File: src/rtl/assert_macros.svh
// assertion helpers for the block's rtl
`ifndef ASSERT_MACROS_SVH
`define ASSERT_MACROS_SVH

`ifndef SYNTHESIS

// property that must hold at every clock edge outside reset
`define ASSERT_ALWAYS(label, clk, rst_n, prop) \
	label: assert property (@(posedge clk) disable iff (!rst_n) (prop)) \
		else $error("assertion failed");

// antecedent in one cycle implies consequent in the next
`define ASSERT_NEXT(label, clk, rst_n, ante, cons) \
	label: assert property (@(posedge clk) disable iff (!rst_n) (ante) |=> (cons)) \
		else $error("assertion failed");

`else

`define ASSERT_ALWAYS(label, clk, rst_n, prop)
`define ASSERT_NEXT(label, clk, rst_n, ante, cons)

`endif

`endif

File: src/rtl/fpr_pkg.sv
package fpr_pkg;

	// default sizing
	localparam int DATA_BYTES_DEF  = 16;
	localparam int QUEUE_DEPTH_DEF = 8;

	// configuration register indexes and reset values
	localparam int CFG_IDX_W = 2;
	localparam logic [CFG_IDX_W-1:0] REG_CRC_POLY  = 2'd0;
	localparam logic [CFG_IDX_W-1:0] REG_RETX_TYPE = 2'd1;
	localparam logic [CFG_IDX_W-1:0] REG_ACK_TYPE  = 2'd2;
	localparam logic [7:0] CRC_POLY_RST  = 8'h07;
	localparam logic [7:0] RETX_TYPE_RST = 8'h01;
	localparam logic [7:0] ACK_TYPE_RST  = 8'h02;

	// result kinds
	localparam logic [1:0] KIND_RX_STATUS = 2'd0;
	localparam logic [1:0] KIND_POP_BYTE  = 2'd1;
	localparam logic [1:0] KIND_POP_EMPTY = 2'd2;

	// reply codes
	localparam logic [1:0] REPLY_NONE     = 2'd0;
	localparam logic [1:0] REPLY_RETX_REQ = 2'd1;
	localparam logic [1:0] REPLY_RESEND   = 2'd2;
	localparam logic [1:0] REPLY_ACK      = 2'd3;

	localparam logic [7:0] BYTE_ALL_ONES = 8'hFF;
	localparam logic [7:0] BYTE_ZERO     = 8'h00;

	// controller to datapath commands
	typedef struct packed {
		logic load_rx;
		logic pop_start;
		logic pop_empty;
		logic rd_en;
		logic pop_load;
	} fpr_cmd_t;

	// datapath to controller status
	typedef struct packed {
		logic queue_empty;
		logic idx_last;
	} fpr_sts_t;

	// crc-8, msb first, one byte
	function automatic logic [7:0] crc8_byte(input logic [7:0] crc, input logic [7:0] data,
		input logic [7:0] poly);
		logic [7:0] c;
		c = crc ^ data;
		for (int k = 0; k < 8; k++) begin
			c = c[7] ? ((c << 1) ^ poly) : (c << 1);
		end
		return c;
	endfunction

endpackage

File: src/rtl/fpr_datapath.sv
module fpr_datapath #(
	parameter int DATA_BYTES  = fpr_pkg::DATA_BYTES_DEF,
	parameter int QUEUE_DEPTH = fpr_pkg::QUEUE_DEPTH_DEF
) (
	input  logic                           clk,
	input  logic                           arst_n,
	input  logic                           cfg_write,
	input  logic [fpr_pkg::CFG_IDX_W-1:0]  cfg_index,
	input  logic [7:0]                     cfg_data,
	input  logic [7:0]                     rx_byte,
	input  fpr_pkg::fpr_cmd_t              cmd,
	output fpr_pkg::fpr_sts_t              sts,
	output logic [1:0]                     kind,
	output logic [1:0]                     reply,
	output logic [7:0]                     packet_byte,
	output logic                           last,
	output logic                           queue_nonempty,
	output logic                           overflow
);
	import fpr_pkg::*;

	localparam int PKT_LEN   = DATA_BYTES + 4;
	localparam int MEM_DEPTH = QUEUE_DEPTH * PKT_LEN;
	localparam int PW = $clog2(PKT_LEN);
	localparam int QW = $clog2(QUEUE_DEPTH);
	localparam int AW = $clog2(MEM_DEPTH);
	localparam logic [PW-1:0] POS_SIZE  = PW'(0);
	localparam logic [PW-1:0] POS_TYPE  = PW'(1);
	localparam logic [PW-1:0] POS_MSG   = PW'(2);
	localparam logic [PW-1:0] POS_CRC   = PW'(PKT_LEN - 1);
	localparam logic [QW-1:0] QPTR_LAST = QW'(QUEUE_DEPTH - 1);
	localparam logic [AW-1:0] BASE_STEP = AW'(PKT_LEN);

	// configuration registers
	logic [7:0] poly_q, retx_type_q, ack_type_q;

	// parser state
	logic [PW-1:0] pos_q;
	logic [7:0]    hdr_size_q, hdr_type_q, hdr_msg_q;
	logic [7:0]    crc_q;
	logic          all_ff_q;

	// ring pointers and slot base addresses
	logic [QW-1:0] head_q, tail_q;
	logic [AW-1:0] head_base_q, tail_base_q, rd_base_q;
	logic [PW-1:0] idx_q;

	// packet store
	logic [7:0] mem_q [MEM_DEPTH];
	logic [7:0] rd_data_q;

	// output item register
	logic [1:0] kind_q, reply_q;
	logic [7:0] byte_q;
	logic       last_q, nonempty_q, ovf_q;

	logic          is_size, is_type, is_msg, is_crc;
	logic [7:0]    crc_cur, crc_new;
	logic          crc_ok, retx_hit, ack_hit, full, store;
	logic [QW-1:0] tail_nxt, head_nxt, tail_after;
	logic [AW-1:0] tail_base_nxt, head_base_nxt, wr_addr, rd_addr;
	logic [1:0]    rx_reply;
	logic          rx_ovf;

	// byte position decode and crc update
	always_comb begin
		is_size  = (pos_q == POS_SIZE);
		is_type  = (pos_q == POS_TYPE);
		is_msg   = (pos_q == POS_MSG);
		is_crc   = (pos_q == POS_CRC);
		crc_cur  = is_size ? BYTE_ZERO : crc_q;
		crc_new  = crc8_byte(crc_cur, rx_byte, poly_q);
		crc_ok   = (rx_byte == crc_q);
		retx_hit = (hdr_size_q == BYTE_ZERO) && (hdr_type_q == retx_type_q) &&
			(hdr_msg_q == BYTE_ZERO) && all_ff_q;
		ack_hit  = (hdr_size_q == BYTE_ZERO) && (hdr_type_q == ack_type_q) &&
			(hdr_msg_q == BYTE_ZERO) && all_ff_q;
	end

	// ring pointer arithmetic
	always_comb begin
		tail_nxt      = (tail_q == QPTR_LAST) ? '0 : tail_q + QW'(1);
		head_nxt      = (head_q == QPTR_LAST) ? '0 : head_q + QW'(1);
		tail_base_nxt = (tail_q == QPTR_LAST) ? '0 : tail_base_q + BASE_STEP;
		head_base_nxt = (head_q == QPTR_LAST) ? '0 : head_base_q + BASE_STEP;
		full          = (tail_nxt == head_q);
		wr_addr       = tail_base_q + AW'(pos_q);
		rd_addr       = rd_base_q + AW'(idx_q);
	end

	// packet verdict at the crc byte
	always_comb begin
		rx_reply = REPLY_NONE;
		rx_ovf   = 1'b0;
		store    = 1'b0;
		if (is_crc) begin
			priority if (!crc_ok) begin
				rx_reply = REPLY_RETX_REQ;
			end else if (retx_hit) begin
				rx_reply = REPLY_RESEND;
			end else if (ack_hit) begin
				rx_reply = REPLY_NONE;
			end else if (full) begin
				rx_ovf = 1'b1;
			end else begin
				rx_reply = REPLY_ACK;
				store    = 1'b1;
			end
		end
		tail_after = store ? tail_nxt : tail_q;
	end

	// configuration writes
	always_ff @(posedge clk or negedge arst_n) begin
		if (!arst_n) begin
			poly_q      <= CRC_POLY_RST;
			retx_type_q <= RETX_TYPE_RST;
			ack_type_q  <= ACK_TYPE_RST;
		end else if (cfg_write) begin
			if (cfg_index == REG_CRC_POLY)  poly_q      <= cfg_data;
			if (cfg_index == REG_RETX_TYPE) retx_type_q <= cfg_data;
			if (cfg_index == REG_ACK_TYPE)  ack_type_q  <= cfg_data;
		end
	end

	// parser and ring pointers
	always_ff @(posedge clk or negedge arst_n) begin
		if (!arst_n) begin
			pos_q       <= '0;
			hdr_size_q  <= '0;
			hdr_type_q  <= '0;
			hdr_msg_q   <= '0;
			crc_q       <= '0;
			all_ff_q    <= 1'b1;
			head_q      <= '0;
			tail_q      <= '0;
			head_base_q <= '0;
			tail_base_q <= '0;
			rd_base_q   <= '0;
			idx_q       <= '0;
		end else begin
			if (cmd.load_rx) begin
				if (is_crc) begin
					pos_q    <= '0;
					crc_q    <= '0;
					all_ff_q <= 1'b1;
					if (store) begin
						tail_q      <= tail_nxt;
						tail_base_q <= tail_base_nxt;
					end
				end else begin
					pos_q <= pos_q + PW'(1);
					crc_q <= crc_new;
					if (is_size) begin
						hdr_size_q <= rx_byte;
						all_ff_q   <= 1'b1;
					end else if (is_type) begin
						hdr_type_q <= rx_byte;
					end else if (is_msg) begin
						hdr_msg_q <= rx_byte;
					end else if (rx_byte != BYTE_ALL_ONES) begin
						all_ff_q <= 1'b0;
					end
				end
			end
			if (cmd.pop_start) begin
				rd_base_q   <= head_base_q;
				head_q      <= head_nxt;
				head_base_q <= head_base_nxt;
				idx_q       <= '0;
			end
			if (cmd.pop_load) begin
				idx_q <= idx_q + PW'(1);
			end
		end
	end

	// packet store: received bytes go straight into the free tail slot
	always_ff @(posedge clk) begin
		if (cmd.load_rx) begin
			mem_q[wr_addr] <= rx_byte;
		end
		if (cmd.rd_en) begin
			rd_data_q <= mem_q[rd_addr];
		end
	end

	// output item register
	always_ff @(posedge clk) begin
		if (cmd.load_rx) begin
			kind_q     <= KIND_RX_STATUS;
			reply_q    <= rx_reply;
			byte_q     <= BYTE_ZERO;
			last_q     <= 1'b1;
			nonempty_q <= (head_q != tail_after);
			ovf_q      <= rx_ovf;
		end else if (cmd.pop_empty) begin
			kind_q     <= KIND_POP_EMPTY;
			reply_q    <= REPLY_NONE;
			byte_q     <= BYTE_ZERO;
			last_q     <= 1'b1;
			nonempty_q <= 1'b0;
			ovf_q      <= 1'b0;
		end else if (cmd.pop_load) begin
			kind_q     <= KIND_POP_BYTE;
			reply_q    <= REPLY_NONE;
			byte_q     <= rd_data_q;
			last_q     <= (idx_q == POS_CRC);
			nonempty_q <= (head_q != tail_q);
			ovf_q      <= 1'b0;
		end
	end

	assign sts.queue_empty = (head_q == tail_q);
	assign sts.idx_last    = (idx_q == POS_CRC);

	assign kind           = kind_q;
	assign reply          = reply_q;
	assign packet_byte    = byte_q;
	assign last           = last_q;
	assign queue_nonempty = nonempty_q;
	assign overflow       = ovf_q;

endmodule

File: src/rtl/fpr_ctrl.sv
module fpr_ctrl (
	input  logic              clk,
	input  logic              arst_n,
	input  logic              in_valid,
	output logic              in_stall,
	input  logic              action,
	output logic              out_valid,
	input  logic              out_stall,
	input  fpr_pkg::fpr_sts_t sts,
	output fpr_pkg::fpr_cmd_t cmd
);
	import fpr_pkg::*;

	typedef enum logic [1:0] {
		ST_IDLE,
		ST_POP_RD,
		ST_POP_WR
	} state_t;

	state_t state_q;
	logic   out_valid_q;
	logic   out_free, accept;

	// command decode
	always_comb begin
		out_free = !out_valid_q || !out_stall;
		in_stall = !((state_q == ST_IDLE) && out_free);
		accept   = in_valid && !in_stall;
		cmd      = '0;
		unique case (state_q)
			ST_IDLE: begin
				if (accept) begin
					if (!action) begin
						cmd.load_rx = 1'b1;
					end else if (sts.queue_empty) begin
						cmd.pop_empty = 1'b1;
					end else begin
						cmd.pop_start = 1'b1;
					end
				end
			end
			ST_POP_RD: begin
				cmd.rd_en = 1'b1;
			end
			ST_POP_WR: begin
				cmd.pop_load = out_free;
			end
			default: begin
				cmd = '0;
			end
		endcase
	end

	// state and output valid
	always_ff @(posedge clk or negedge arst_n) begin
		if (!arst_n) begin
			state_q     <= ST_IDLE;
			out_valid_q <= 1'b0;
		end else begin
			if (cmd.load_rx || cmd.pop_empty || cmd.pop_load) begin
				out_valid_q <= 1'b1;
			end else if (!out_stall) begin
				out_valid_q <= 1'b0;
			end
			unique case (state_q)
				ST_IDLE: begin
					if (cmd.pop_start) state_q <= ST_POP_RD;
				end
				ST_POP_RD: begin
					state_q <= ST_POP_WR;
				end
				ST_POP_WR: begin
					if (cmd.pop_load) begin
						state_q <= sts.idx_last ? ST_IDLE : ST_POP_RD;
					end
				end
				default: begin
					state_q <= ST_IDLE;
				end
			endcase
		end
	end

	assign out_valid = out_valid_q;

endmodule

File: src/rtl/framed_packet_receiver_with_ack_queue.sv
// Framed packet receiver with a packet queue.
// Input channel (in_valid/in_stall) carries one item per handshake: action 0 feeds
// rx_byte to the parser, action 1 pops the oldest queued packet.
// Packets are DATA_BYTES + 4 bytes: size, type, message type, payload, crc-8.
// Output channel (out_valid/out_stall) carries result items from one output register.
// Received byte: one status item, valid the cycle after the accept; with the output
// free a new byte is taken every cycle. The crc-8 of each byte is done in that cycle.
// Pop on an empty queue: one item, valid the cycle after the accept.
// Pop: DATA_BYTES + 4 byte items, each a store read (ST_POP_RD), then an output load
// (ST_POP_WR) that waits while the output is stalled; the first read follows the accept.
// The store read is not overlapped with the output load, and the input is stalled
// until the last byte item has been loaded.
// When the receiver stalls, the output item holds and no new item is accepted.
// Reset clears the parser, the queue pointers and the configuration registers; the
// packet store is not cleared, as every slot is written before it is read.
// Configuration: cfg_write, cfg_index, cfg_data; writes take effect at the next edge.
module framed_packet_receiver_with_ack_queue #(
	parameter int DATA_BYTES  = fpr_pkg::DATA_BYTES_DEF,
	parameter int QUEUE_DEPTH = fpr_pkg::QUEUE_DEPTH_DEF
) (
	input  logic                          clk,
	input  logic                          arst_n,
	input  logic                          cfg_write,
	input  logic [fpr_pkg::CFG_IDX_W-1:0] cfg_index,
	input  logic [7:0]                    cfg_data,
	input  logic                          in_valid,
	output logic                          in_stall,
	input  logic                          action,
	input  logic [7:0]                    rx_byte,
	output logic                          out_valid,
	input  logic                          out_stall,
	output logic [1:0]                    kind,
	output logic [1:0]                    reply,
	output logic [7:0]                    packet_byte,
	output logic                          last,
	output logic                          queue_nonempty,
	output logic                          overflow
);
	import fpr_pkg::*;

`include "assert_macros.svh"

	fpr_cmd_t cmd;
	fpr_sts_t sts;
	logic     last_load;

	// sequencer
	fpr_ctrl u_ctrl (
		.clk       (clk),
		.arst_n    (arst_n),
		.in_valid  (in_valid),
		.in_stall  (in_stall),
		.action    (action),
		.out_valid (out_valid),
		.out_stall (out_stall),
		.sts       (sts),
		.cmd       (cmd)
	);

	// parser, crc, queue and output register
	fpr_datapath #(
		.DATA_BYTES  (DATA_BYTES),
		.QUEUE_DEPTH (QUEUE_DEPTH)
	) u_datapath (
		.clk            (clk),
		.arst_n         (arst_n),
		.cfg_write      (cfg_write),
		.cfg_index      (cfg_index),
		.cfg_data       (cfg_data),
		.rx_byte        (rx_byte),
		.cmd            (cmd),
		.sts            (sts),
		.kind           (kind),
		.reply          (reply),
		.packet_byte    (packet_byte),
		.last           (last),
		.queue_nonempty (queue_nonempty),
		.overflow       (overflow)
	);

	// final byte of a pop goes into the output register
	assign last_load = cmd.pop_load && sts.idx_last;

	// checks
	`ASSERT_ALWAYS(a_cmd_onehot, clk, arst_n, $onehot0(cmd))
	`ASSERT_NEXT(a_pop_blocks_input, clk, arst_n, cmd.pop_start, in_stall)
	`ASSERT_NEXT(a_pop_last_byte, clk, arst_n, last_load, out_valid && last && (kind == KIND_POP_BYTE))
	`ASSERT_ALWAYS(a_empty_pop_item, clk, arst_n, !(out_valid && (kind == KIND_POP_EMPTY) && queue_nonempty))

endmodule
File: config.mk
export PLATFORM = sky130hd
export DESIGN_NAME = framed_packet_receiver_with_ack_queue
export DESIGN_NICKNAME = d
export VERILOG_FILES = /design/src/rtl/fpr_pkg.sv /design/src/rtl/fpr_datapath.sv /design/src/rtl/fpr_ctrl.sv /design/src/rtl/framed_packet_receiver_with_ack_queue.sv
export VERILOG_INCLUDE_DIRS = /design/src /design/src/rtl
export SDC_FILE = /design/constraint.sdc
export NUM_CORES = 2
export LEC_CHECK = 0
export BUFFER_PORTS_ARGS = -buffer_cell sky130_fd_sc_hd__buf_2
export CORE_UTILIZATION = 30
export CTS_BUF_LIST = sky130_fd_sc_hd__clkbuf_4
export CTS_CLUSTER_DIAMETER = 120
export DETAILED_ROUTE_END_ITERATION = 8
export GPL_TIMING_DRIVEN = 0
export PLACE_DENSITY = 0.53
export SYNTH_ARGS = -nofsm -noshare
export SYNTH_HDL_FRONTEND = slang
export SYNTH_SLANG_ARGS = --single-unit
File: constraint.sdc
create_clock -name clk -period 10.2 [get_ports clk]
set_input_delay 1.02 -clock clk [delete_from_list [all_inputs] [get_ports clk]]
set_output_delay 1.02 -clock clk [all_outputs]
set_load 0.02 [all_outputs]
==> flow_summary.json <==
{
  "post-place-ws_ns": 3.75,
  "synth_nets": 2865,
  "antenna_left": 0,
  "r2r_cells": 10,
  "final_cell_mix": "1292 x edfxtp_1, 534 x clkbuf_4, 400 x mux4_2, 193 x nor2_1, 123 x nand2_1",
  "drtPass1Iterations": 7,
  "rrSetupSlack_ns": 4.07,
  "synth.avg_cell_area_sq_um": 20.0,
  "p_per_area_nw_per_um2": 273,
  "critPathKind": "register to register",
  "rsz0062_at_grt": "no",
  "power_mw": 17.7,
  "layout_setup_ws_ns": 4.07,
  "cts_buffers": 369,
  "ir_drop_uv": 159,
  "cts_tree": "yes",
  "clk-insertion-delay-late_ns": 1.29,
  "dieArea_sq_um": 190000,
  "violations": "capacitance limit, slew limit",
  "grt_start_max_net_pins": 113,
  "finalNonFillerCells": 5986,
  "place_congestion": 0.804,
  "slew_headroom": -0.0221,
  "antenna_found_initial": 5,
  "ios": 41,
  "fin_area_sq_um": 64800,
  "final_util": 0.348,
  "synth.distinct_cells": 77,
  "synth_area_sq_um": 56500,
  "avgRoutedWirePerCell_um": 24.6,
  "slew_viol_final": 11,
  "rows": 158,
  "clk_pin_slew_ns": 0.07,
  "die_y_um": 436,
  "critPathLaunchType": "register",
  "placed_cells_incl_taps": 5356,
  "finalHoldViolCount": 0,
  "cts_root_buffer": "clkbuf_4",
  "required_ns": 11.21,
  "gr-total-overflow": 0,
  "fin_setup_tns_ns": 0,
  "via_count": 29500,
  "grtUsageTotal": 0.154,
  "core-area_sq_um": 186000,
  "final_common_cell": "edfxtp_1",
  "synth-seq-area-share": 0.732,
  "cts_buffer_depth": 4,
  "drc": 0,
  "p_leak_nw": 20.6,
  "max_freq_mhz": 163,
  "grt_pass1_vias": 30500,
  "hold_end": "u_datapath.mem_q[96][7]$_DFFE_PP_",
  "cts_sinks": 1397,
  "nets": 3301,
  "placed_area_sq_um": 60300,
  "crit_fanout": 10,
  "viasPerCell": 4.93,
  "area_delta_synth_final_pct": 14.6,
  "min_from": "rx_byte[7]",
  "period_needed_ns": 6.13,
  "drive_above_1_share": 0.316,
  "hold_depth": 1,
  "status": "complete, but fails checks",
  "die_x_um": 436,
  "ys_ff_latch": 1397,
  "finalCritPeriodShare": 0.601,
  "syn_inst": 2823,
  "maxCapViolCount": 2,
  "reg2reg_to": "u_datapath.rd_data_q[2]$_DFFE_PN_",
  "r2r-start": "u_datapath.idx_q[1]$_DFFE_PN0P_",
  "hp-class": "input pin to register",
  "finalWirelength_mm": 147,
  "startpoint": "u_datapath.idx_q[1]$_DFFE_PN0P_",
  "worstPathArrival_ns": 7.13,
  "skew_ns": 0.108,
  "htree_num_levels": 5,
  "ys_warn_count": 0,
  "hold-worst-slack_ns": 0.165,
  "first_iter_violations": 2930,
  "tightest_slew_ns": 1.53,
  "grt_pass1_wl_mm": 213,
  "synthArstFlopShare": 0.0673,
  "synth_edf_count": 1292,
  "initial_utilization": 0.304,
  "dp_hpwl_mm": 91.2,
  "cp-end-kind": "register",
  "setup_viol": 0,
  "io_buffers": 40,
  "ys.flop_type": "edfxtp_1"
}
==> flip-flops by register name (all words and copies together) (netlist names), 2 cells and up <==
signal / cells
u_datapath.idx_q: 5
u_datapath.rd_data_q: 8
u_datapath.reply: 2
u_datapath.poly_q: 8
u_datapath.tail_base_q: 6
u_datapath.crc_q: 8
u_datapath.ack_type_q: 8
u_datapath.hdr_size_q: 8
u_datapath.mem_q: 1280
u_datapath.pos_q: 5
u_datapath.head_base_q: 6
u_datapath.packet_byte: 8
u_datapath.kind: 2
u_ctrl.state_q: 2
u_datapath.tail_q: 3
u_datapath.hdr_msg_q: 8
u_datapath.head_q: 3
u_datapath.hdr_type_q: 8
u_datapath.retx_type_q: 8
u_datapath.rd_base_q: 6
==> synthesized netlist by cell type, types with 4 or more instances <==
| cell | n | area share |
|---|---|---|
| dfxtp_1 | 11 | 0.0039 |
| mux2_2 | 53 | 0.011 |
| o22ai_1 | 9 | 0.0010 |
| buf_1 | 36 | 0.0024 |
| nor4_1 | 9 | 0.0010 |
| a21oi_1 | 38 | 0.0034 |
| nand2b_1 | 6 | 0.00066 |
| buf_2 | 4 | 0.00035 |
| a211oi_1 | 31 | 0.0041 |
| or3_1 | 4 | 0.00044 |
| nor4b_1 | 4 | 0.00062 |
| inv_1 | 15 | 0.0010 |
| xor2_1 | 29 | 0.0045 |
| a211o_1 | 6 | 0.00093 |
| nand2_1 | 125 | 0.0083 |
| nand4_1 | 13 | 0.0014 |
| clkbuf_1 | 110 | 0.0073 |
| xnor3_1 | 6 | 0.0024 |
| mux4_2 | 400 | 0.16 |
| nor3_1 | 19 | 0.0017 |
| and2_1 | 19 | 0.0021 |
| dfrtp_1 | 88 | 0.039 |
| o21ai_0 | 55 | 0.0049 |
| a21o_1 | 5 | 0.00066 |
| dfstp_2 | 6 | 0.0028 |
| ha_1 | 18 | 0.0040 |
| nor2b_1 | 6 | 0.00066 |
| nand3_1 | 42 | 0.0037 |
| buf_6 | 5 | 0.0010 |
| o211ai_1 | 7 | 0.00093 |
| xnor2_1 | 46 | 0.0071 |
| nor2_1 | 193 | 0.013 |
| nand3b_1 | 4 | 0.00053 |
| edfxtp_1 | 1292 | 0.69 |
| mux2i_1 | 30 | 0.0053 |
| a31oi_1 | 12 | 0.0013 |
==> repair_timing <==
item	in CTS	in global routing
resized for setup	0	0
hold buffers	12	0
setup buffers	0	0
hold endpoints to repair	62	0
==> cell type report <==
class	count	area [sq um]
well taps	2480	3100
clock buffers	534	4010
fillers	17800	121000
repair buffers	65	703
flip-flops and latches	1397	41400
diodes	9	22.5
inverters	15	56.3
clock inverters	75	370
plain buffers	157	638
multi-input cells	1254	14500
==> power breakdown <==
| part | internal (mW) | leakage (nW) | switching [mW] |
|---|---|---|---|
| combinational | 2.75 | 5.03 | 3.63 |
| clock | 2.45 | 2.64 | 2.24 |
| sequential | 6.47 | 12.9 | 0.133 |
==> per-layer routing <==
| layer | vias to the layer above | global-route usage | routed length [um] |
|---|---|---|---|
| met3 | 277 | 0.0359 | 9150 |
| li1 | 12700 | - | - |
| met4 | 0 | 0.0550 | 3940 |
| met1 | 15500 | 0.212 | 65000 |
| met2 | 1034 | 0.239 | 69000 |
| met5 | - | 0 | 0 |
==> cell families (layout without fill, tap and decap cells) <==
logic type | Yosys count | after routing | synth area share
compound gates | 205 | 205 | 0.0249
xor+xnor | 81 | 81 | 0.0140
fa+ha+maj | 18 | 18 | 0.00398
buf+inv | 172 | 846 | 0.0123
flops | 1397 | 1397 | 0.732
mux | 483 | 483 | 0.175
other cells | 0 | 9 | 0
simple gates | 467 | 467 | 0.0378
==> worst max path at each step <==
stage	endpoint
CTS	u_datapath.rd_data_q[4]$_DFFE_PN_
global placement	u_datapath.crc_q[7]$_DFFE_PN0P_
finish	u_datapath.rd_data_q[2]$_DFFE_PN_
floorplan	u_datapath.crc_q[5]$_DFFE_PN0P_
global route	u_datapath.rd_data_q[4]$_DFFE_PN_
detailed placement	u_datapath.crc_q[7]$_DFFE_PN0P_
==> critical path, stage by stage, from the launching register on <==
cell and delay (ns):
dfrtp_1 0.40, clkbuf_1 0.63, clkbuf_1 0.67, clkbuf_1 0.65, clkbuf_1 0.78, clkbuf_1 0.96
mux4_2 0.49, mux2i_1 0.46, nand2_1 0.13, a31oi_1 0.47, a21oi_1 0.19
Power figures use the tool's default switching activity.
